[src/rtl/lpd_pkg.sv]
`default_nettype none

package lpd_pkg;

    // Longest PROXY header, counted from the P through CR LF.
    localparam logic [6:0] MAX_PROXY_LEN = 7'd108;

    // Length of the "PROXY " prefix and the header count once it has matched.
    localparam logic [2:0] PREFIX_LEN   = 3'd6;
    localparam logic [2:0] PREFIX_LAST  = 3'd5;
    localparam logic [2:0] PREFIX_SPLIT = 3'd4;
    localparam logic [6:0] HDR_START    = 7'd6;

    localparam logic [7:0] CHAR_CR = 8'h0D;
    localparam logic [7:0] CHAR_LF = 8'h0A;

    // Frame length read from the first two prefix bytes "PR" after a failed match.
    localparam logic [7:0]  REPLAY_HIGH = 8'h50;
    localparam logic [15:0] REPLAY_LEN  = 16'h5052;

    typedef enum logic [2:0] {
        PH_AWAIT,
        PH_MATCH,
        PH_HEADER,
        PH_GOT_CR,
        PH_DEFRAME
    } phase_t;

    typedef enum logic [1:0] {
        KIND_PAYLOAD,
        KIND_EMPTY,
        KIND_HEADER,
        KIND_ERROR
    } kind_t;

    typedef struct packed {
        kind_t      kind;
        logic [7:0] data_out;
        logic       msg_last;
        logic       run_last;
    } result_t;

    // The text "PROXY ".
    function automatic logic [7:0] prefix_byte(input logic [2:0] idx);
        logic [7:0] b;
        unique case (idx)
            3'd0:    b = 8'h50;
            3'd1:    b = 8'h52;
            3'd2:    b = 8'h4F;
            3'd3:    b = 8'h58;
            3'd4:    b = 8'h59;
            3'd5:    b = 8'h20;
            default: b = 8'h00;
        endcase
        return b;
    endfunction

endpackage

`default_nettype wire

[src/rtl/lpd_ifs.sv]
`default_nettype none

interface lpd_byte_if;
    logic        valid;
    logic        ready;
    logic [7:0]  byte_in;
    logic        chunk_start;
    logic [15:0] chunk_len;

    modport source (output valid, output byte_in, output chunk_start, output chunk_len,
                    input ready);
    modport sink   (input valid, input byte_in, input chunk_start, input chunk_len,
                    output ready);
endinterface

interface lpd_result_if;
    logic       valid;
    logic       ready;
    logic [1:0] kind;
    logic [7:0] data_out;
    logic       msg_last;
    logic       run_last;

    modport source (output valid, output kind, output data_out, output msg_last,
                    output run_last, input ready);
    modport sink   (input valid, input kind, input data_out, input msg_last,
                    input run_last, output ready);
endinterface

`default_nettype wire

[src/rtl/length_prefix_deframer_proxy_unit.sv]
`default_nettype none

// Length-prefixed stream deframer with an optional PROXY v1 text header.
// The stream channel takes one received byte per item, with chunk_start and
// chunk_len marking the first byte of each received chunk. The result channel
// gives payload bytes (msg_last on the last byte of a frame), empty-frame
// markers, PROXY header bytes (msg_last on the closing LF) and a single error
// item, after which the block drops every further byte. run_last marks the
// last result caused by one input byte.
// An accepted byte is held in the input register and is then decoded in
// one pass into a four-entry result buffer, from which its results are
// offered in order. While the receiver takes every result, a byte that gives
// at most one result keeps the rate at one byte per cycle; a byte that gives
// several results (four at most, when the prefix completes or a long partial
// prefix is replayed into the deframer) holds the buffer until all are taken.
// Reset clears the decode state to await the first byte and empties both the
// input register and the result buffer. When the receiver stalls, the result
// buffer holds its items, the input register keeps one more byte, and then
// stream ready drops until the buffer drains.
module length_prefix_deframer_proxy_unit (
    input  wire logic   clk,
    input  wire logic   rst_n,
    lpd_byte_if.sink    stream,
    lpd_result_if.source result
);
    import lpd_pkg::*;

    // Input register.
    logic        item_valid_reg, item_valid_next;
    logic [7:0]  item_byte_reg;
    logic        item_start_reg;
    logic [15:0] item_len_reg;

    // Decode state.
    phase_t      phase_reg, phase_next;
    logic [2:0]  match_reg, match_next;
    logic [6:0]  proxy_reg, proxy_next;
    logic [7:0]  high_reg, high_next;
    logic        have_reg, have_next;
    logic [15:0] remain_reg, remain_next;
    logic        stopped_reg, stopped_next;

    // Result buffer: filled all at once, drained one item per cycle while the receiver is ready.
    result_t     slot_reg [4];
    result_t     slot_next [4];
    logic [2:0]  count_reg, count_next;
    logic [1:0]  ptr_reg, ptr_next;

    logic        stream_fire;
    logic        result_fire;
    logic        buf_free;
    logic        process;
    logic        active;
    logic        prefix_hit;
    logic        header_full;
    logic [7:0]  b;

    // One deframer step on the current byte.
    logic        df_emit;
    kind_t       df_kind;
    logic        df_last;
    logic [15:0] df_remain;
    logic        df_have;
    logic [7:0]  df_high;

    result_t     res [4];
    logic [2:0]  res_n;

    assign result_fire = result.valid && result.ready;
    assign stream_fire = stream.valid && stream.ready;

    // The buffer can take a new set of results when it is empty now or its
    // last item leaves in this cycle.
    assign buf_free     = (count_reg == 3'd0) || ((count_reg == 3'd1) && result.ready);
    assign process      = item_valid_reg && buf_free;
    assign active       = process && !stopped_reg;
    assign stream.ready = !item_valid_reg || process;

    assign b           = item_byte_reg;
    assign prefix_hit  = (b == prefix_byte(match_reg));
    assign header_full = (proxy_reg >= MAX_PROXY_LEN);

    assign result.valid    = (count_reg != 3'd0);
    assign result.kind     = slot_reg[ptr_reg].kind;
    assign result.data_out = slot_reg[ptr_reg].data_out;
    assign result.msg_last = slot_reg[ptr_reg].msg_last;
    assign result.run_last = slot_reg[ptr_reg].run_last;

    always_comb
    begin
        item_valid_next = item_valid_reg;
        if (stream_fire)
        begin
            item_valid_next = 1'b1;
        end
        else if (process)
        begin
            item_valid_next = 1'b0;
        end
    end

    // Length reader and payload counter.
    always_comb
    begin
        df_emit   = 1'b0;
        df_kind   = KIND_PAYLOAD;
        df_last   = 1'b0;
        df_remain = remain_reg;
        df_have   = have_reg;
        df_high   = high_reg;
        if (remain_reg != 16'd0)
        begin
            df_remain = remain_reg - 16'd1;
            df_emit   = 1'b1;
            df_last   = (remain_reg == 16'd1);
        end
        else if (!have_reg)
        begin
            df_high = b;
            df_have = 1'b1;
        end
        else
        begin
            df_have = 1'b0;
            if ({high_reg, b} == 16'd0)
            begin
                df_emit = 1'b1;
                df_kind = KIND_EMPTY;
                df_last = 1'b1;
            end
            else
            begin
                df_remain = {high_reg, b};
            end
        end
    end

    // Next decode state.
    always_comb
    begin
        phase_next   = phase_reg;
        match_next   = match_reg;
        proxy_next   = proxy_reg;
        high_next    = high_reg;
        have_next    = have_reg;
        remain_next  = remain_reg;
        stopped_next = stopped_reg;
        if (active)
        begin
            unique case (phase_reg)
                PH_AWAIT:
                begin
                    if (item_start_reg && (item_len_reg >= 16'(PREFIX_LEN))
                        && (b == prefix_byte(3'd0)))
                    begin
                        match_next = 3'd1;
                        phase_next = PH_MATCH;
                    end
                    else
                    begin
                        phase_next  = PH_DEFRAME;
                        high_next   = df_high;
                        have_next   = df_have;
                        remain_next = df_remain;
                    end
                end
                PH_MATCH:
                begin
                    if (prefix_hit && (match_reg == PREFIX_LAST))
                    begin
                        match_next = PREFIX_SPLIT;
                        proxy_next = HDR_START;
                        phase_next = PH_HEADER;
                    end
                    else if (prefix_hit)
                    begin
                        match_next = match_reg + 3'd1;
                    end
                    else
                    begin
                        // Replay the matched prefix: the P and the byte after it form the length,
                        // everything after them is payload.
                        high_next = REPLAY_HIGH;
                        have_next = 1'b0;
                        if (match_reg == 3'd1)
                        begin
                            remain_next = {REPLAY_HIGH, b};
                        end
                        else
                        begin
                            remain_next = REPLAY_LEN - {13'd0, match_reg - 3'd1};
                        end
                        match_next = 3'd0;
                        phase_next = PH_DEFRAME;
                    end
                end
                PH_HEADER:
                begin
                    if (match_reg != PREFIX_LEN)
                    begin
                        match_next = PREFIX_LEN;
                    end
                    if (header_full)
                    begin
                        stopped_next = 1'b1;
                    end
                    else
                    begin
                        proxy_next = proxy_reg + 7'd1;
                        if (b == CHAR_CR)
                        begin
                            phase_next = PH_GOT_CR;
                        end
                    end
                end
                PH_GOT_CR:
                begin
                    if ((b != CHAR_LF) || header_full)
                    begin
                        stopped_next = 1'b1;
                    end
                    else
                    begin
                        proxy_next = proxy_reg + 7'd1;
                        phase_next = PH_DEFRAME;
                    end
                end
                PH_DEFRAME:
                begin
                    high_next   = df_high;
                    have_next   = df_have;
                    remain_next = df_remain;
                end
                default:
                begin
                    phase_next = phase_reg;
                end
            endcase
        end
    end

    // Results of the current byte.
    always_comb
    begin
        for (int j = 0; j < 4; j++)
        begin
            res[j] = '{kind: KIND_PAYLOAD, data_out: 8'd0, msg_last: 1'b0, run_last: 1'b0};
        end
        res_n = 3'd0;
        if (active)
        begin
            unique case (phase_reg) inside
                PH_AWAIT, PH_DEFRAME:
                begin
                    // In the await phase a prefix start leaves the deframer idle
                    // with nothing to emit, so only the deframer step matters.
                    if (df_emit && !((phase_reg == PH_AWAIT) && item_start_reg
                        && (item_len_reg >= 16'(PREFIX_LEN)) && (b == prefix_byte(3'd0))))
                    begin
                        res[0].kind     = df_kind;
                        res[0].data_out = (df_kind == KIND_PAYLOAD) ? b : 8'd0;
                        res[0].msg_last = df_last;
                        res_n           = 3'd1;
                    end
                end
                PH_MATCH:
                begin
                    if (prefix_hit && (match_reg == PREFIX_LAST))
                    begin
                        for (int j = 0; j < 4; j++)
                        begin
                            res[j].kind     = KIND_HEADER;
                            res[j].data_out = prefix_byte(3'(j));
                        end
                        res_n = 3'd4;
                    end
                    else if (!prefix_hit)
                    begin
                        for (int j = 0; j < 4; j++)
                        begin
                            res[j].kind     = KIND_PAYLOAD;
                            res[j].data_out = ((3'(j) + 3'd2) < match_reg)
                                              ? prefix_byte(3'(j) + 3'd2) : b;
                        end
                        res_n = match_reg - 3'd1;
                    end
                end
                PH_HEADER:
                begin
                    if (match_reg != PREFIX_LEN)
                    begin
                        res[0].kind     = KIND_HEADER;
                        res[0].data_out = prefix_byte(PREFIX_SPLIT);
                        res[1].kind     = KIND_HEADER;
                        res[1].data_out = prefix_byte(PREFIX_LAST);
                        res[2].kind     = header_full ? KIND_ERROR : KIND_HEADER;
                        res[2].data_out = header_full ? 8'd0 : b;
                        res_n           = 3'd3;
                    end
                    else
                    begin
                        res[0].kind     = header_full ? KIND_ERROR : KIND_HEADER;
                        res[0].data_out = header_full ? 8'd0 : b;
                        res_n           = 3'd1;
                    end
                end
                PH_GOT_CR:
                begin
                    if ((b != CHAR_LF) || header_full)
                    begin
                        res[0].kind = KIND_ERROR;
                    end
                    else
                    begin
                        res[0].kind     = KIND_HEADER;
                        res[0].data_out = CHAR_LF;
                        res[0].msg_last = 1'b1;
                    end
                    res_n = 3'd1;
                end
                default:
                begin
                    res_n = 3'd0;
                end
            endcase
        end
    end

    // Result buffer control.
    always_comb
    begin
        count_next = count_reg;
        ptr_next   = ptr_reg;
        for (int j = 0; j < 4; j++)
        begin
            slot_next[j] = slot_reg[j];
        end
        if (process)
        begin
            for (int j = 0; j < 4; j++)
            begin
                slot_next[j]          = res[j];
                slot_next[j].run_last = ((3'(j) + 3'd1) == res_n);
            end
            count_next = res_n;
            ptr_next   = 2'd0;
        end
        else if (result_fire)
        begin
            count_next = count_reg - 3'd1;
            ptr_next   = ptr_reg + 2'd1;
        end
    end

    always_ff @(posedge clk or negedge rst_n)
    begin
        if (!rst_n)
        begin
            item_valid_reg <= 1'b0;
            phase_reg      <= PH_AWAIT;
            match_reg      <= 3'd0;
            proxy_reg      <= 7'd0;
            high_reg       <= 8'd0;
            have_reg       <= 1'b0;
            remain_reg     <= 16'd0;
            stopped_reg    <= 1'b0;
            count_reg      <= 3'd0;
            ptr_reg        <= 2'd0;
        end
        else
        begin
            item_valid_reg <= item_valid_next;
            phase_reg      <= phase_next;
            match_reg      <= match_next;
            proxy_reg      <= proxy_next;
            high_reg       <= high_next;
            have_reg       <= have_next;
            remain_reg     <= remain_next;
            stopped_reg    <= stopped_next;
            count_reg      <= count_next;
            ptr_reg        <= ptr_next;
        end
    end

    always_ff @(posedge clk)
    begin
        if (stream_fire)
        begin
            item_byte_reg  <= stream.byte_in;
            item_start_reg <= stream.chunk_start;
            item_len_reg   <= stream.chunk_len;
        end
        for (int j = 0; j < 4; j++)
        begin
            slot_reg[j] <= slot_next[j];
        end
    end

endmodule

`default_nettype wire

[src/flat_wrapper.sv]
// flat-port wrapper written by rule: the top's interface ports become plain ports
module length_prefix_deframer_proxy_unit_flat import lpd_pkg::*;
  (clk, rst_n, stream_valid, stream_byte_in, stream_chunk_start, stream_chunk_len, stream_ready, result_valid, result_kind, result_data_out, result_msg_last, result_run_last, result_ready);
  lpd_byte_if stream_i ();
  lpd_result_if result_i ();
  input  wire logic clk;
  input  wire logic rst_n;
  input wire logic [$bits(stream_i.valid)-1:0] stream_valid;
  input wire logic [$bits(stream_i.byte_in)-1:0] stream_byte_in;
  input wire logic [$bits(stream_i.chunk_start)-1:0] stream_chunk_start;
  input wire logic [$bits(stream_i.chunk_len)-1:0] stream_chunk_len;
  output wire logic [$bits(stream_i.ready)-1:0] stream_ready;
  output wire logic [$bits(result_i.valid)-1:0] result_valid;
  output wire logic [$bits(result_i.kind)-1:0] result_kind;
  output wire logic [$bits(result_i.data_out)-1:0] result_data_out;
  output wire logic [$bits(result_i.msg_last)-1:0] result_msg_last;
  output wire logic [$bits(result_i.run_last)-1:0] result_run_last;
  input wire logic [$bits(result_i.ready)-1:0] result_ready;
  assign stream_i.valid = stream_valid;
  assign stream_i.byte_in = stream_byte_in;
  assign stream_i.chunk_start = stream_chunk_start;
  assign stream_i.chunk_len = stream_chunk_len;
  assign stream_ready = stream_i.ready;
  assign result_valid = result_i.valid;
  assign result_kind = result_i.kind;
  assign result_data_out = result_i.data_out;
  assign result_msg_last = result_i.msg_last;
  assign result_run_last = result_i.run_last;
  assign result_i.ready = result_ready;
  length_prefix_deframer_proxy_unit u_core (.clk(clk), .rst_n(rst_n), .stream(stream_i), .result(result_i));
endmodule
[config.mk]
export PLATFORM = sky130hd
export DESIGN_NAME = length_prefix_deframer_proxy_unit_flat
export DESIGN_NICKNAME = d
export VERILOG_FILES = /design/src/rtl/lpd_pkg.sv /design/src/rtl/lpd_ifs.sv /design/src/rtl/length_prefix_deframer_proxy_unit.sv /design/src/flat_wrapper.sv
export SDC_FILE = /design/constraint.sdc
export NUM_CORES = 1
export LEC_CHECK = 0
export BUFFER_PORTS_ARGS = -buffer_cell sky130_fd_sc_hd__buf_2
export CAP_MARGIN = 15
export CORE_MARGIN = 2
export CORE_UTILIZATION = 60
export DETAILED_ROUTE_END_ITERATION = 8
export PLACE_DENSITY = 0.8
export SYNTH_ARGS = -nofsm -noshare
export SYNTH_HDL_FRONTEND = slang
export SYNTH_SLANG_ARGS = --single-unit
[constraint.sdc]
create_clock -name clk -period 6.2 [get_ports clk]
set_input_delay 0.62 -clock clk [delete_from_list [all_inputs] [get_ports clk]]
set_output_delay 0.62 -clock clk [all_outputs]
set_load 0.005 [all_outputs]
==> flow_summary.json, run 1 <==
{
  "intPower_mw": 1.49,
  "r2r_cells": 9,
  "rr_startpoint": "u_core.match_reg[0]",
  "cts-root-buf": "clkbuf_8",
  "grt_max_degree": 49,
  "rsz0062_at_grt": "false",
  "hpwl_mm": 11.2,
  "grt_pass1_wl_mm": 25.9,
  "drt_wl_total_mm": 15.6,
  "layout_common_cells": "edfxtp_1, nand2_1, dfrtp_1, nor2_1, buf_2",
  "htreeDepth": 3,
  "insertion_delay_ps": 390,
  "fp-row-count": 37,
  "synth_edf_count": 66,
  "met2_length_mm": 7.30,
  "met3_length_mm": 1.26,
  "drv_cap": 0,
  "n_antenna_cell": 0,
  "syn_area_per_cell_um2": 10.4,
  "largest_reg_flops": 42,
  "nets": 678,
  "netlist_area_um2": 6370,
  "holdWs_ps": 290,
  "ios": 43,
  "crit_start": "u_core.match_reg[0]",
  "die_area_um2": 11500,
  "cts_buffer_depth": 2,
  "p_total_mw": 2.31,
  "wl_met1_mm": 6.44,
  "hold_viol_final": 0,
  "hold_path_class": "in2async",
  "rrSetupSlack_ps": 2530,
  "combPwrFrac_pct": 28.8,
  "critPathLaunchType": "flip-flop",
  "path_clk_slew_ps": 110,
  "die_x_um": 107,
  "swShare_pct": 35.6,
  "ys_async_sr_fraction_pct": 40.5,
  "finalSetupViolations": 0,
  "crit_type": "reg2reg",
  "required_ps": 6470,
  "final_common_cell": "edfxtp_1",
  "syn_to_final_growth_pct": 7.58,
  "drc": 0,
  "tns_ps": 0,
  "vias": 5221,
  "ys_types": 75,
  "endpoint_kind": "flip-flop",
  "coreArea_um2": 10300,
  "gp_congestion": 1.01,
  "ant_nets": 0,
  "period_share_pct": 59.2,
  "syn-num-nets": 657,
  "cts_made_buffers": 9,
  "cts_resized": 0,
  "ctsHoldBuffers": 0,
  "overflow": 0,
  "tightest_slew_ps": 1040,
  "antenna_found_initial": 0,
  "grt_use_total_pct": 29.2,
  "top_layer": "met4",
  "drv_slew": 0,
  "syn_inst": 614,
  "fin_skew_ps": 11.9,
  "die_h_um": 107,
  "routedWlPerCell_um": 20.1,
  "ys_ff_latch": 111,
  "clockPowerShare_pct": 20.1,
  "power.density_nw_per_um2": 337,
  "crit_path_max_fanout": 14,
  "synth_top_flop_cell": "edfxtp_1",
  "slew_headroom_pct": 30.4,
  "crit_arrival_ps": 3940,
  "fmax_ghz": 0.272,
  "cp-endpoint": "u_core.remain_reg[0]",
  "fin_crit_ps": 3670,
  "drive_gt1_share_pct": 14.7,
  "yosysWarnings": 0,
  "cts_setup_buffers": 0,
  "power_frac_seq_pct": 51.1,
  "start_util_pct": 61.8,
  "p_sw_mw": 0.822,
  "r2r-end": "u_core.remain_reg[0]",
  "ir_drop_mv": 0.240,
  "p_leak_nw": 2.54,
  "vias_per_cell": 6.73,
  "first_pass_iters": 7,
  "drt_iter0_markers": 533,
  "grt_pass1_vias": 5027,
  "status": "completed",
  "io_buffers": 41,
  "cts_tree": "done",
  "clock_sinks": 111,
  "ys_seq_area_share_pct": 48.8,
  "final_util_pct": 66.4
}
==> worst max-delay path: stages, from the launching register on <==
cell	delay (ps)
dfrtp_1	690
inv_1	240
ha_1	350
or3b_1	390
a211oi_2	320
o211ai_4	170
nor4_2	520
buf_4	320
or2_1	370
o21ai_0	170
==> power by group through the flow <==
stage          Sequential [mW]  Combinational, mW  Clock [mW]
6_report                  1.18              0.664       0.465
3_5_place_dp              1.20              0.661           0
2_1_floorplan             1.09              0.554           0
4_1_cts                   1.18              0.665       0.468
3_3_place_gp              1.18              0.648           0
5_1_grt                   1.21              0.749       0.495
==> cell type report <==
class | count | area, um2
inverters | 26 | 97.6
multi-input cells | 440 | 3020
well taps | 136 | 170
fillers | 821 | 3470
clock buffers | 10 | 138
flip-flops and latches | 111 | 3110
repair buffers | 47 | 250
clock inverters | 6 | 75.1
==> cells by family (layout without fill, tap and decap cells) <==
logic type | Yosys count | in the layout | share of synthesized area (%)
and+or+nand+nor | 217 | 217 | 18.3
AOI/OAI and AO/OA | 185 | 185 | 20.7
DFF | 111 | 111 | 48.8
buffers and inverters | 63 | 89 | 4.04
muxes | 16 | 16 | 4.32
adders and majority gates | 14 | 14 | 2.75
xor gates and xnor gates | 8 | 8 | 1.10
==> cells in the mapped netlist (3+ instances only) <==
cell | n | area [um2]
edfxtp_1 | 66 | 1980
nand2_1 | 50 | 188
dfrtp_1 | 45 | 1130
nor2_1 | 42 | 158
a21oi_1 | 36 | 180
o21ai_0 | 33 | 165
inv_1 | 25 | 93.8
nor3_1 | 23 | 115
clkbuf_1 | 22 | 82.6
nand3_1 | 19 | 95.1
o31ai_1 | 19 | 143
ha_1 | 14 | 175
a211oi_1 | 11 | 82.6
buf_2 | 11 | 55.1
o41ai_1 | 11 | 96.3
nor4_1 | 10 | 62.6
a31oi_1 | 9 | 56.3
mux4_2 | 9 | 203
or3_1 | 9 | 56.3
and3_1 | 8 | 50.1
nand2b_1 | 8 | 50.1
nor3b_1 | 8 | 60.1
nand4_1 | 7 | 43.8
a21o_1 | 6 | 45.0
a22o_1 | 6 | 52.6
a221o_1 | 5 | 50.1
mux2i_1 | 5 | 50.1
nor2b_1 | 5 | 31.3
xnor2_1 | 5 | 43.8
a31o_2 | 4 | 35.0
o211a_1 | 4 | 40.0
o211ai_1 | 4 | 30.0
o31a_1 | 4 | 35.0
or4_1 | 4 | 30.0
and2_1 | 3 | 18.8
and4_1 | 3 | 26.3
buf_1 | 3 | 11.3
o21a_1 | 3 | 22.5
o21ai_1 | 3 | 15.0
o22ai_1 | 3 | 18.8
or2_2 | 3 | 18.8
xor2_1 | 3 | 26.3
==> per-layer routing <==
metal,vias up,track usage (%)
met1,2503,39.8
li1,2400,-
met4,0,14.5
met5,-,0
met3,48,4.50
met2,270,45.5
==> worst min path at each step <==
stage / start / end / slack (ps) / cells past startpoint
after floorplan: rst_n / u_core.count_reg[0] / 320 / 0
after global placement: u_core.stopped_reg / u_core.stopped_reg / 460 / 1
after detailed placement: u_core.stopped_reg / u_core.stopped_reg / 460 / 1
after CTS: rst_n / u_core.ptr_reg[1] / 330 / 2
after global routing: rst_n / u_core.count_reg[0] / 370 / 2
final: rst_n / u_core.ptr_reg[1] / 290 / 2
==> metrics by stage <==
step                      instances  instance area [um2]  worst slack, ps
final                           776                 6860             2530
after global routing            776                 6860             2350
after CTS                       776                 6860             2590
after detailed placement        760                 6650             2610
after global placement          760                 6650             2660
after floorplan                 614                 6370             1470
Power figures use the tool's default switching activity.
==> inputs of run 2 (changes only) <==
--- a/config.mk
+++ b/config.mk
@@ -5,6 +5,7 @@
 export SDC_FILE = /design/constraint.sdc
 export NUM_CORES = 1
 export LEC_CHECK = 0
+export ABC_AREA = 1
 export BUFFER_PORTS_ARGS = -buffer_cell sky130_fd_sc_hd__buf_2
 export CAP_MARGIN = 15
 export CORE_MARGIN = 2
==> constraint.sdc (replaced) <==
create_clock -name clk -period 3.7 [get_ports clk]
set_input_delay 0.37 -clock clk [delete_from_list [all_inputs] [get_ports clk]]
set_output_delay 0.37 -clock clk [all_outputs]
set_load 0.005 [all_outputs]
==> flow_summary.json, run 2 <==
{
  "p_leak_nw": 3.12,
  "postLayoutCellArea_um2": 7090,
  "cts_made_buffers": 9,
  "grt_max_degree": 46,
  "cts-root-buf": "clkbuf_8",
  "ios": 43,
  "cts_resized": 0,
  "yosysTopAreaCell": "edfxtp_1",
  "synth_edf_count": 66,
  "ys_seq_area_share_pct": 47.3,
  "status": "completed",
  "synthTopCellsByArea": "edfxtp_1, dfrtp_1, nand2_1",
  "start_util_pct": 61.1,
  "drc": 0,
  "syn_to_final_growth_pct": 7.98,
  "syn-num-nets": 844,
  "drt_iter0_markers": 609,
  "vias": 5868,
  "hpwl_mm": 11.8,
  "drv_slew": 0,
  "ys_async_sr_fraction_pct": 40.5,
  "gp_congestion": 0.955,
  "largest_reg_flops": 42,
  "nets": 884,
  "fin_skew_ps": 14.9,
  "required_ps": 3980,
  "drv_cap": 0,
  "p_total_mw": 3.29,
  "ys_types": 48,
  "n_antenna_cell": 0,
  "ant_nets": 0,
  "multi_input_area_um2": 2990,
  "power.density_nw_per_um2": 464,
  "crit_path_max_fanout": 26,
  "crit_type": "reg2reg",
  "rsz0062_at_grt": "false",
  "netlist_area_um2": 6570,
  "htreeDepth": 3,
  "die_x_um": 109,
  "clock_sinks": 111,
  "netlist.area_leader.share_pct": 30.2,
  "synth_common_cells": "nand2_1, nor2_1, inv_1, edfxtp_1, nand3_1",
  "vias_per_cell": 5.95,
  "cts_tree": "done",
  "finalSetupViolations": 0,
  "io_buffers": 41,
  "fp-row-count": 38,
  "insertion_delay_ps": 390,
  "path_clk_slew_ps": 100,
  "die_area_um2": 11800,
  "ir_drop_mv": 0.410,
  "place_area_um2": 6870,
  "coreArea_um2": 10700,
  "syn_area_per_cell_um2": 8.20,
  "antenna_found_initial": 0,
  "tightest_slew_ps": 910,
  "fillers": 935,
  "period_share_pct": 81.4,
  "hold_path_class": "in2reg",
  "ys_ff_latch": 111,
  "yosysWarnings": 0,
  "grt_use_total_pct": 29.8,
  "fin_crit_ps": 3010,
  "critPathLaunchType": "flip-flop",
  "final_common_cell": "nand2_1",
  "grt_pass1_wl_mm": 27.1,
  "layout_common_cells": "nand2_1, nor2_1, inv_1, edfxtp_1, nand3_1",
  "slew_headroom_pct": 39.2,
  "drt_wl_total_mm": 16.7,
  "regArea_um2": 3110,
  "fmax_ghz": 0.332,
  "die_h_um": 109,
  "routedWlPerCell_um": 17.0,
  "grt_pass1_vias": 5678,
  "first_pass_iters": 6,
  "crit_arrival_ps": 3290,
  "drive_gt1_share_pct": 11.9,
  "hold_viol_final": 0,
  "synth.most_common_cell": "nand2_1",
  "synth_top_flop_cell": "edfxtp_1",
  "overflow": 0,
  "cts_buffer_depth": 2,
  "tns_ps": 0,
  "syn_inst": 801,
  "endpoint_kind": "flip-flop"
}
run 2: per-layer routing:
layer,GRT usage [%],share of wire (%),up-vias
li1,-,-,2776
met1,39.2,42,2722
met2,48.6,47,314
met3,5.14,7.8,56
met4,13.6,3.1,0
met5,0,0,-
run 2: final timing paths:
| check | from | endpoint | slack [ps] | depth (start not counted) |
|---|---|---|---|---|
| setup / recovery | u_core.match_reg[2] | u_core.remain_reg[9] | 690 | 15 |
| hold / removal | stream_chunk_len[7] | u_core.item_len_reg[7] | 150 | 1 |
| setup reg to reg | u_core.match_reg[2] | u_core.remain_reg[9] | 690 | 15 |
| hold reg to reg | u_core.remain_reg[15] | u_core.remain_reg[15] | 510 | 2 |
| max in group asynchronous | rst_n | u_core.remain_reg[9] | 2790 | 3 |
| min in group asynchronous | rst_n | u_core.match_reg[2] | 410 | 2 |
run 2: critical path: stages, from the launching register on:
cell and delay (ps):
dfrtp_1 690, inv_1 410, nand2_1 280, nand2_1 120, nor2_1 140, nand2_1 70, nand2_1 110, nand3_2 90
nor2_4 180, nand3_2 100, nand2_1 110, inv_2 60, nand2_4 210, inv_1 180, nand2_1 100, nand2_1 60
run 2: kinds of logic after synthesis:
family	share of synthesized area, %
adder cells (fa/ha/maj)	2.67
flip-flops	47.3
buffers and inverters	7.09
AO/OA/AOI/OAI	13.5
AND/OR/NAND/NOR	27.4
XOR/XNOR	2.00
run 2: repair_timing:
action / in CTS / in global routing
setup buffers: 0 / 0
hold buffers: 0 / 1
endpoints found under the hold margin: 0 / 10
run 2: final cells by class:
class	count	share of cell area [%]
well taps	140	2.47
inverters	99	5.24
multi-input cells	575	42.2
repair buffers	45	3.53
flip-flops and latches	111	43.8
clock inverters	7	0.970
clock buffers	9	1.75
run 2: where the power goes:
part | switching [mW] | leakage, nW | internal (mW)
Clock | 0.424 | 0.0995 | 0.315
Combinational | 0.552 | 1.85 | 0.266
Sequential | 0.144 | 1.17 | 1.59
run 2: per-stage QoR:
| step | worst slack, ps | hold WS, ps | std cells | util, % |
|---|---|---|---|---|
| after global placement | 862 | 484 | 968 | 63.9 |
| after CTS | 769 | 143 | 984 | 65.7 |
| after global routing | 370 | 130 | 986 | 66.0 |
| final | 688 | 150 | 986 | 66.0 |
| after floorplan | 862 | 74.4 | 801 | - |
| after detailed placement | 796 | 486 | 968 | 63.9 |
==> inputs of run 3 (changes only) <==
==> constraint.sdc (replaced) <==
create_clock -name clk -period 3.06 [get_ports clk]
set_input_delay 0.306 -clock clk [delete_from_list [all_inputs] [get_ports clk]]
set_output_delay 0.306 -clock clk [all_outputs]
set_load 0.005 [all_outputs]
==> flow_summary.json, run 3 (synthesis gave the netlist of run 2 again) <==
{
  "drt_wl_total_mm": 16.3,
  "drt_iter0_markers": 621,
  "required_ps": 3210,
  "io_buffers": 41,
  "fmax_ghz": 0.369,
  "met2_length_mm": 7.61,
  "fin_crit_ps": 2710,
  "cts_buffer_depth": 2,
  "rsz0062_at_grt": "false",
  "ant_nets": 0,
  "fp-row-count": 38,
  "tns_ps": 0,
  "multi_input_area_um2": 2990,
  "cts-root-buf": "clkbuf_8",
  "ir_drop_mv": 0.403,
  "critPathLaunchType": "flip-flop",
  "final_common_cell": "nand2_1",
  "path_clk_slew_ps": 100,
  "vias": 5846,
  "met3_length_mm": 1.43,
  "first_pass_iters": 6,
  "die_area_um2": 11800,
  "grt_pass1_wl_mm": 26.7,
  "cts_made_buffers": 9,
  "status": "completed",
  "fillers": 918,
  "rrSetupSlack_ps": 350,
  "drive_gt1_share_pct": 13.1,
  "n_antenna_cell": 0,
  "cpMaxStageDelayCell": "dfrtp_1",
  "start_util_pct": 61.1,
  "hold_path_class": "in2reg",
  "crit_arrival_ps": 2860,
  "wl_met1_mm": 6.73,
  "regArea_um2": 3110,
  "fin_skew_ps": 8.90,
  "drv_cap": 0,
  "overflow": 0,
  "hold_viol_final": 0,
  "nets": 893,
  "tightest_slew_ps": 807,
  "crit_type": "reg2reg",
  "insertion_delay_ps": 390,
  "power.density_nw_per_um2": 547,
  "place_area_um2": 6940,
  "grt_pass1_vias": 5576,
  "htreeDepth": 3,
  "gp_congestion": 0.988,
  "postLayoutCellArea_um2": 7140,
  "cts_tree": "done",
  "crit_chain": "inv_1 -> ha_1 -> nand2_1 -> nand2_1 -> inv_1 -> nor2_4 -> inv_1 -> nor2_4 -> inv_2 -> nor2_1 -> nand3_1 -> nand3_1 -> nor2_1",
  "routedWlPerCell_um": 16.4,
  "slowest_delay_ps": 410,
  "grt_max_degree": 46,
  "coreArea_um2": 10700,
  "hpwl_mm": 11.9,
  "clock_sinks": 111,
  "period_share_pct": 88.5,
  "slew_headroom_pct": 46.0,
  "vias_per_cell": 5.88,
  "finalSetupViolations": 0,
  "grt_use_total_pct": 29.4,
  "antenna_found_initial": 0,
  "top_layer": "met4",
  "drv_slew": 0,
  "die_x_um": 109,
  "layout_common_cells": "nand2_1, nor2_1, inv_1, edfxtp_1, nand3_1",
  "drc": 0,
  "crit_path_max_fanout": 19,
  "crit_top_cell": "inv_1",
  "final_util_pct": 66.4,
  "die_h_um": 109,
  "endpoint_kind": "flip-flop",
  "p_leak_nw": 3.14,
  "ios": 43,
  "largest_reg_flops": 42,
  "syn_to_final_growth_pct": 8.71
}
==> run 3: stage by stage <==
| step | worst slack [ps] | power [mW] | instances | hold WS [ps] |
|---|---|---|---|---|
| finish | 351 | 3.91 | 995 | 88.5 |
| global route | 62.1 | 4.13 | 995 | 65.2 |
| CTS | 320 | 3.91 | 993 | 78.8 |
| detailed placement | 338 | 3.12 | 977 | 484 |
| floorplan | 222 | 2.69 | 801 | 10.4 |
| global placement | 398 | 3.07 | 977 | 482 |
==> run 3: area by class of cell <==
type / count / share of cell area, %
sequential: 111 / 43.6
multi-input combinational: 575 / 41.9
inverter: 99 / 5.21
timing repair buffer: 54 / 4.45
tap: 140 / 2.45
clock buffer: 9 / 1.74
clock inverter: 7 / 0.666
==> run 3: worst max-delay path: cells and delay by family, from the launching register on <==
kind / cells / cell delay (ps)
AND/OR/NAND/NOR: 8 / 1380
adder cells (fa/ha/maj): 1 / 150
buffers and inverters: 4 / 540
flip-flops: 1 / 410
==> run 3: power by group <==
part	leakage, nW	internal (mW)	total [mW]	switching [mW]
clock	0.0874	0.298	0.807	0.509
combinational	1.89	0.347	1.01	0.664
sequential	1.17	1.92	2.09	0.168
total	3.14	2.56	3.91	1.34
==> run 3: worst paths after layout <==
check | start | endpoint | depth (start not counted)
worst min-delay path | stream_byte_in[3] | u_core.b[3] | 1
worst max register to register | u_core.count_reg[0] | u_core.slot_reg[2][0] | 13
worst max-delay path | u_core.count_reg[0] | u_core.slot_reg[2][0] | 13
max in group asynchronous | rst_n | u_core.high_reg[2] | 3
min in group asynchronous | rst_n | u_core.remain_reg[4] | 2
worst min register to register | u_core.remain_reg[15] | u_core.remain_reg[15] | 2
==> run 3: timing repair <==
item,4_1_cts,5_1_grt
setup endpoints to repair,0,2
gates resized for setup,0,1
hold endpoints to repair,0,15
setup buffers,0,0
hold buffers,0,1
==> run 3: per-layer routing <==
layer  up-vias  global-route usage [%]
met3        50                    6.10
met4         0                    11.3
met2       311                    48.1
met5         -                       0
met1      2692                    38.6
li1       2793                       -
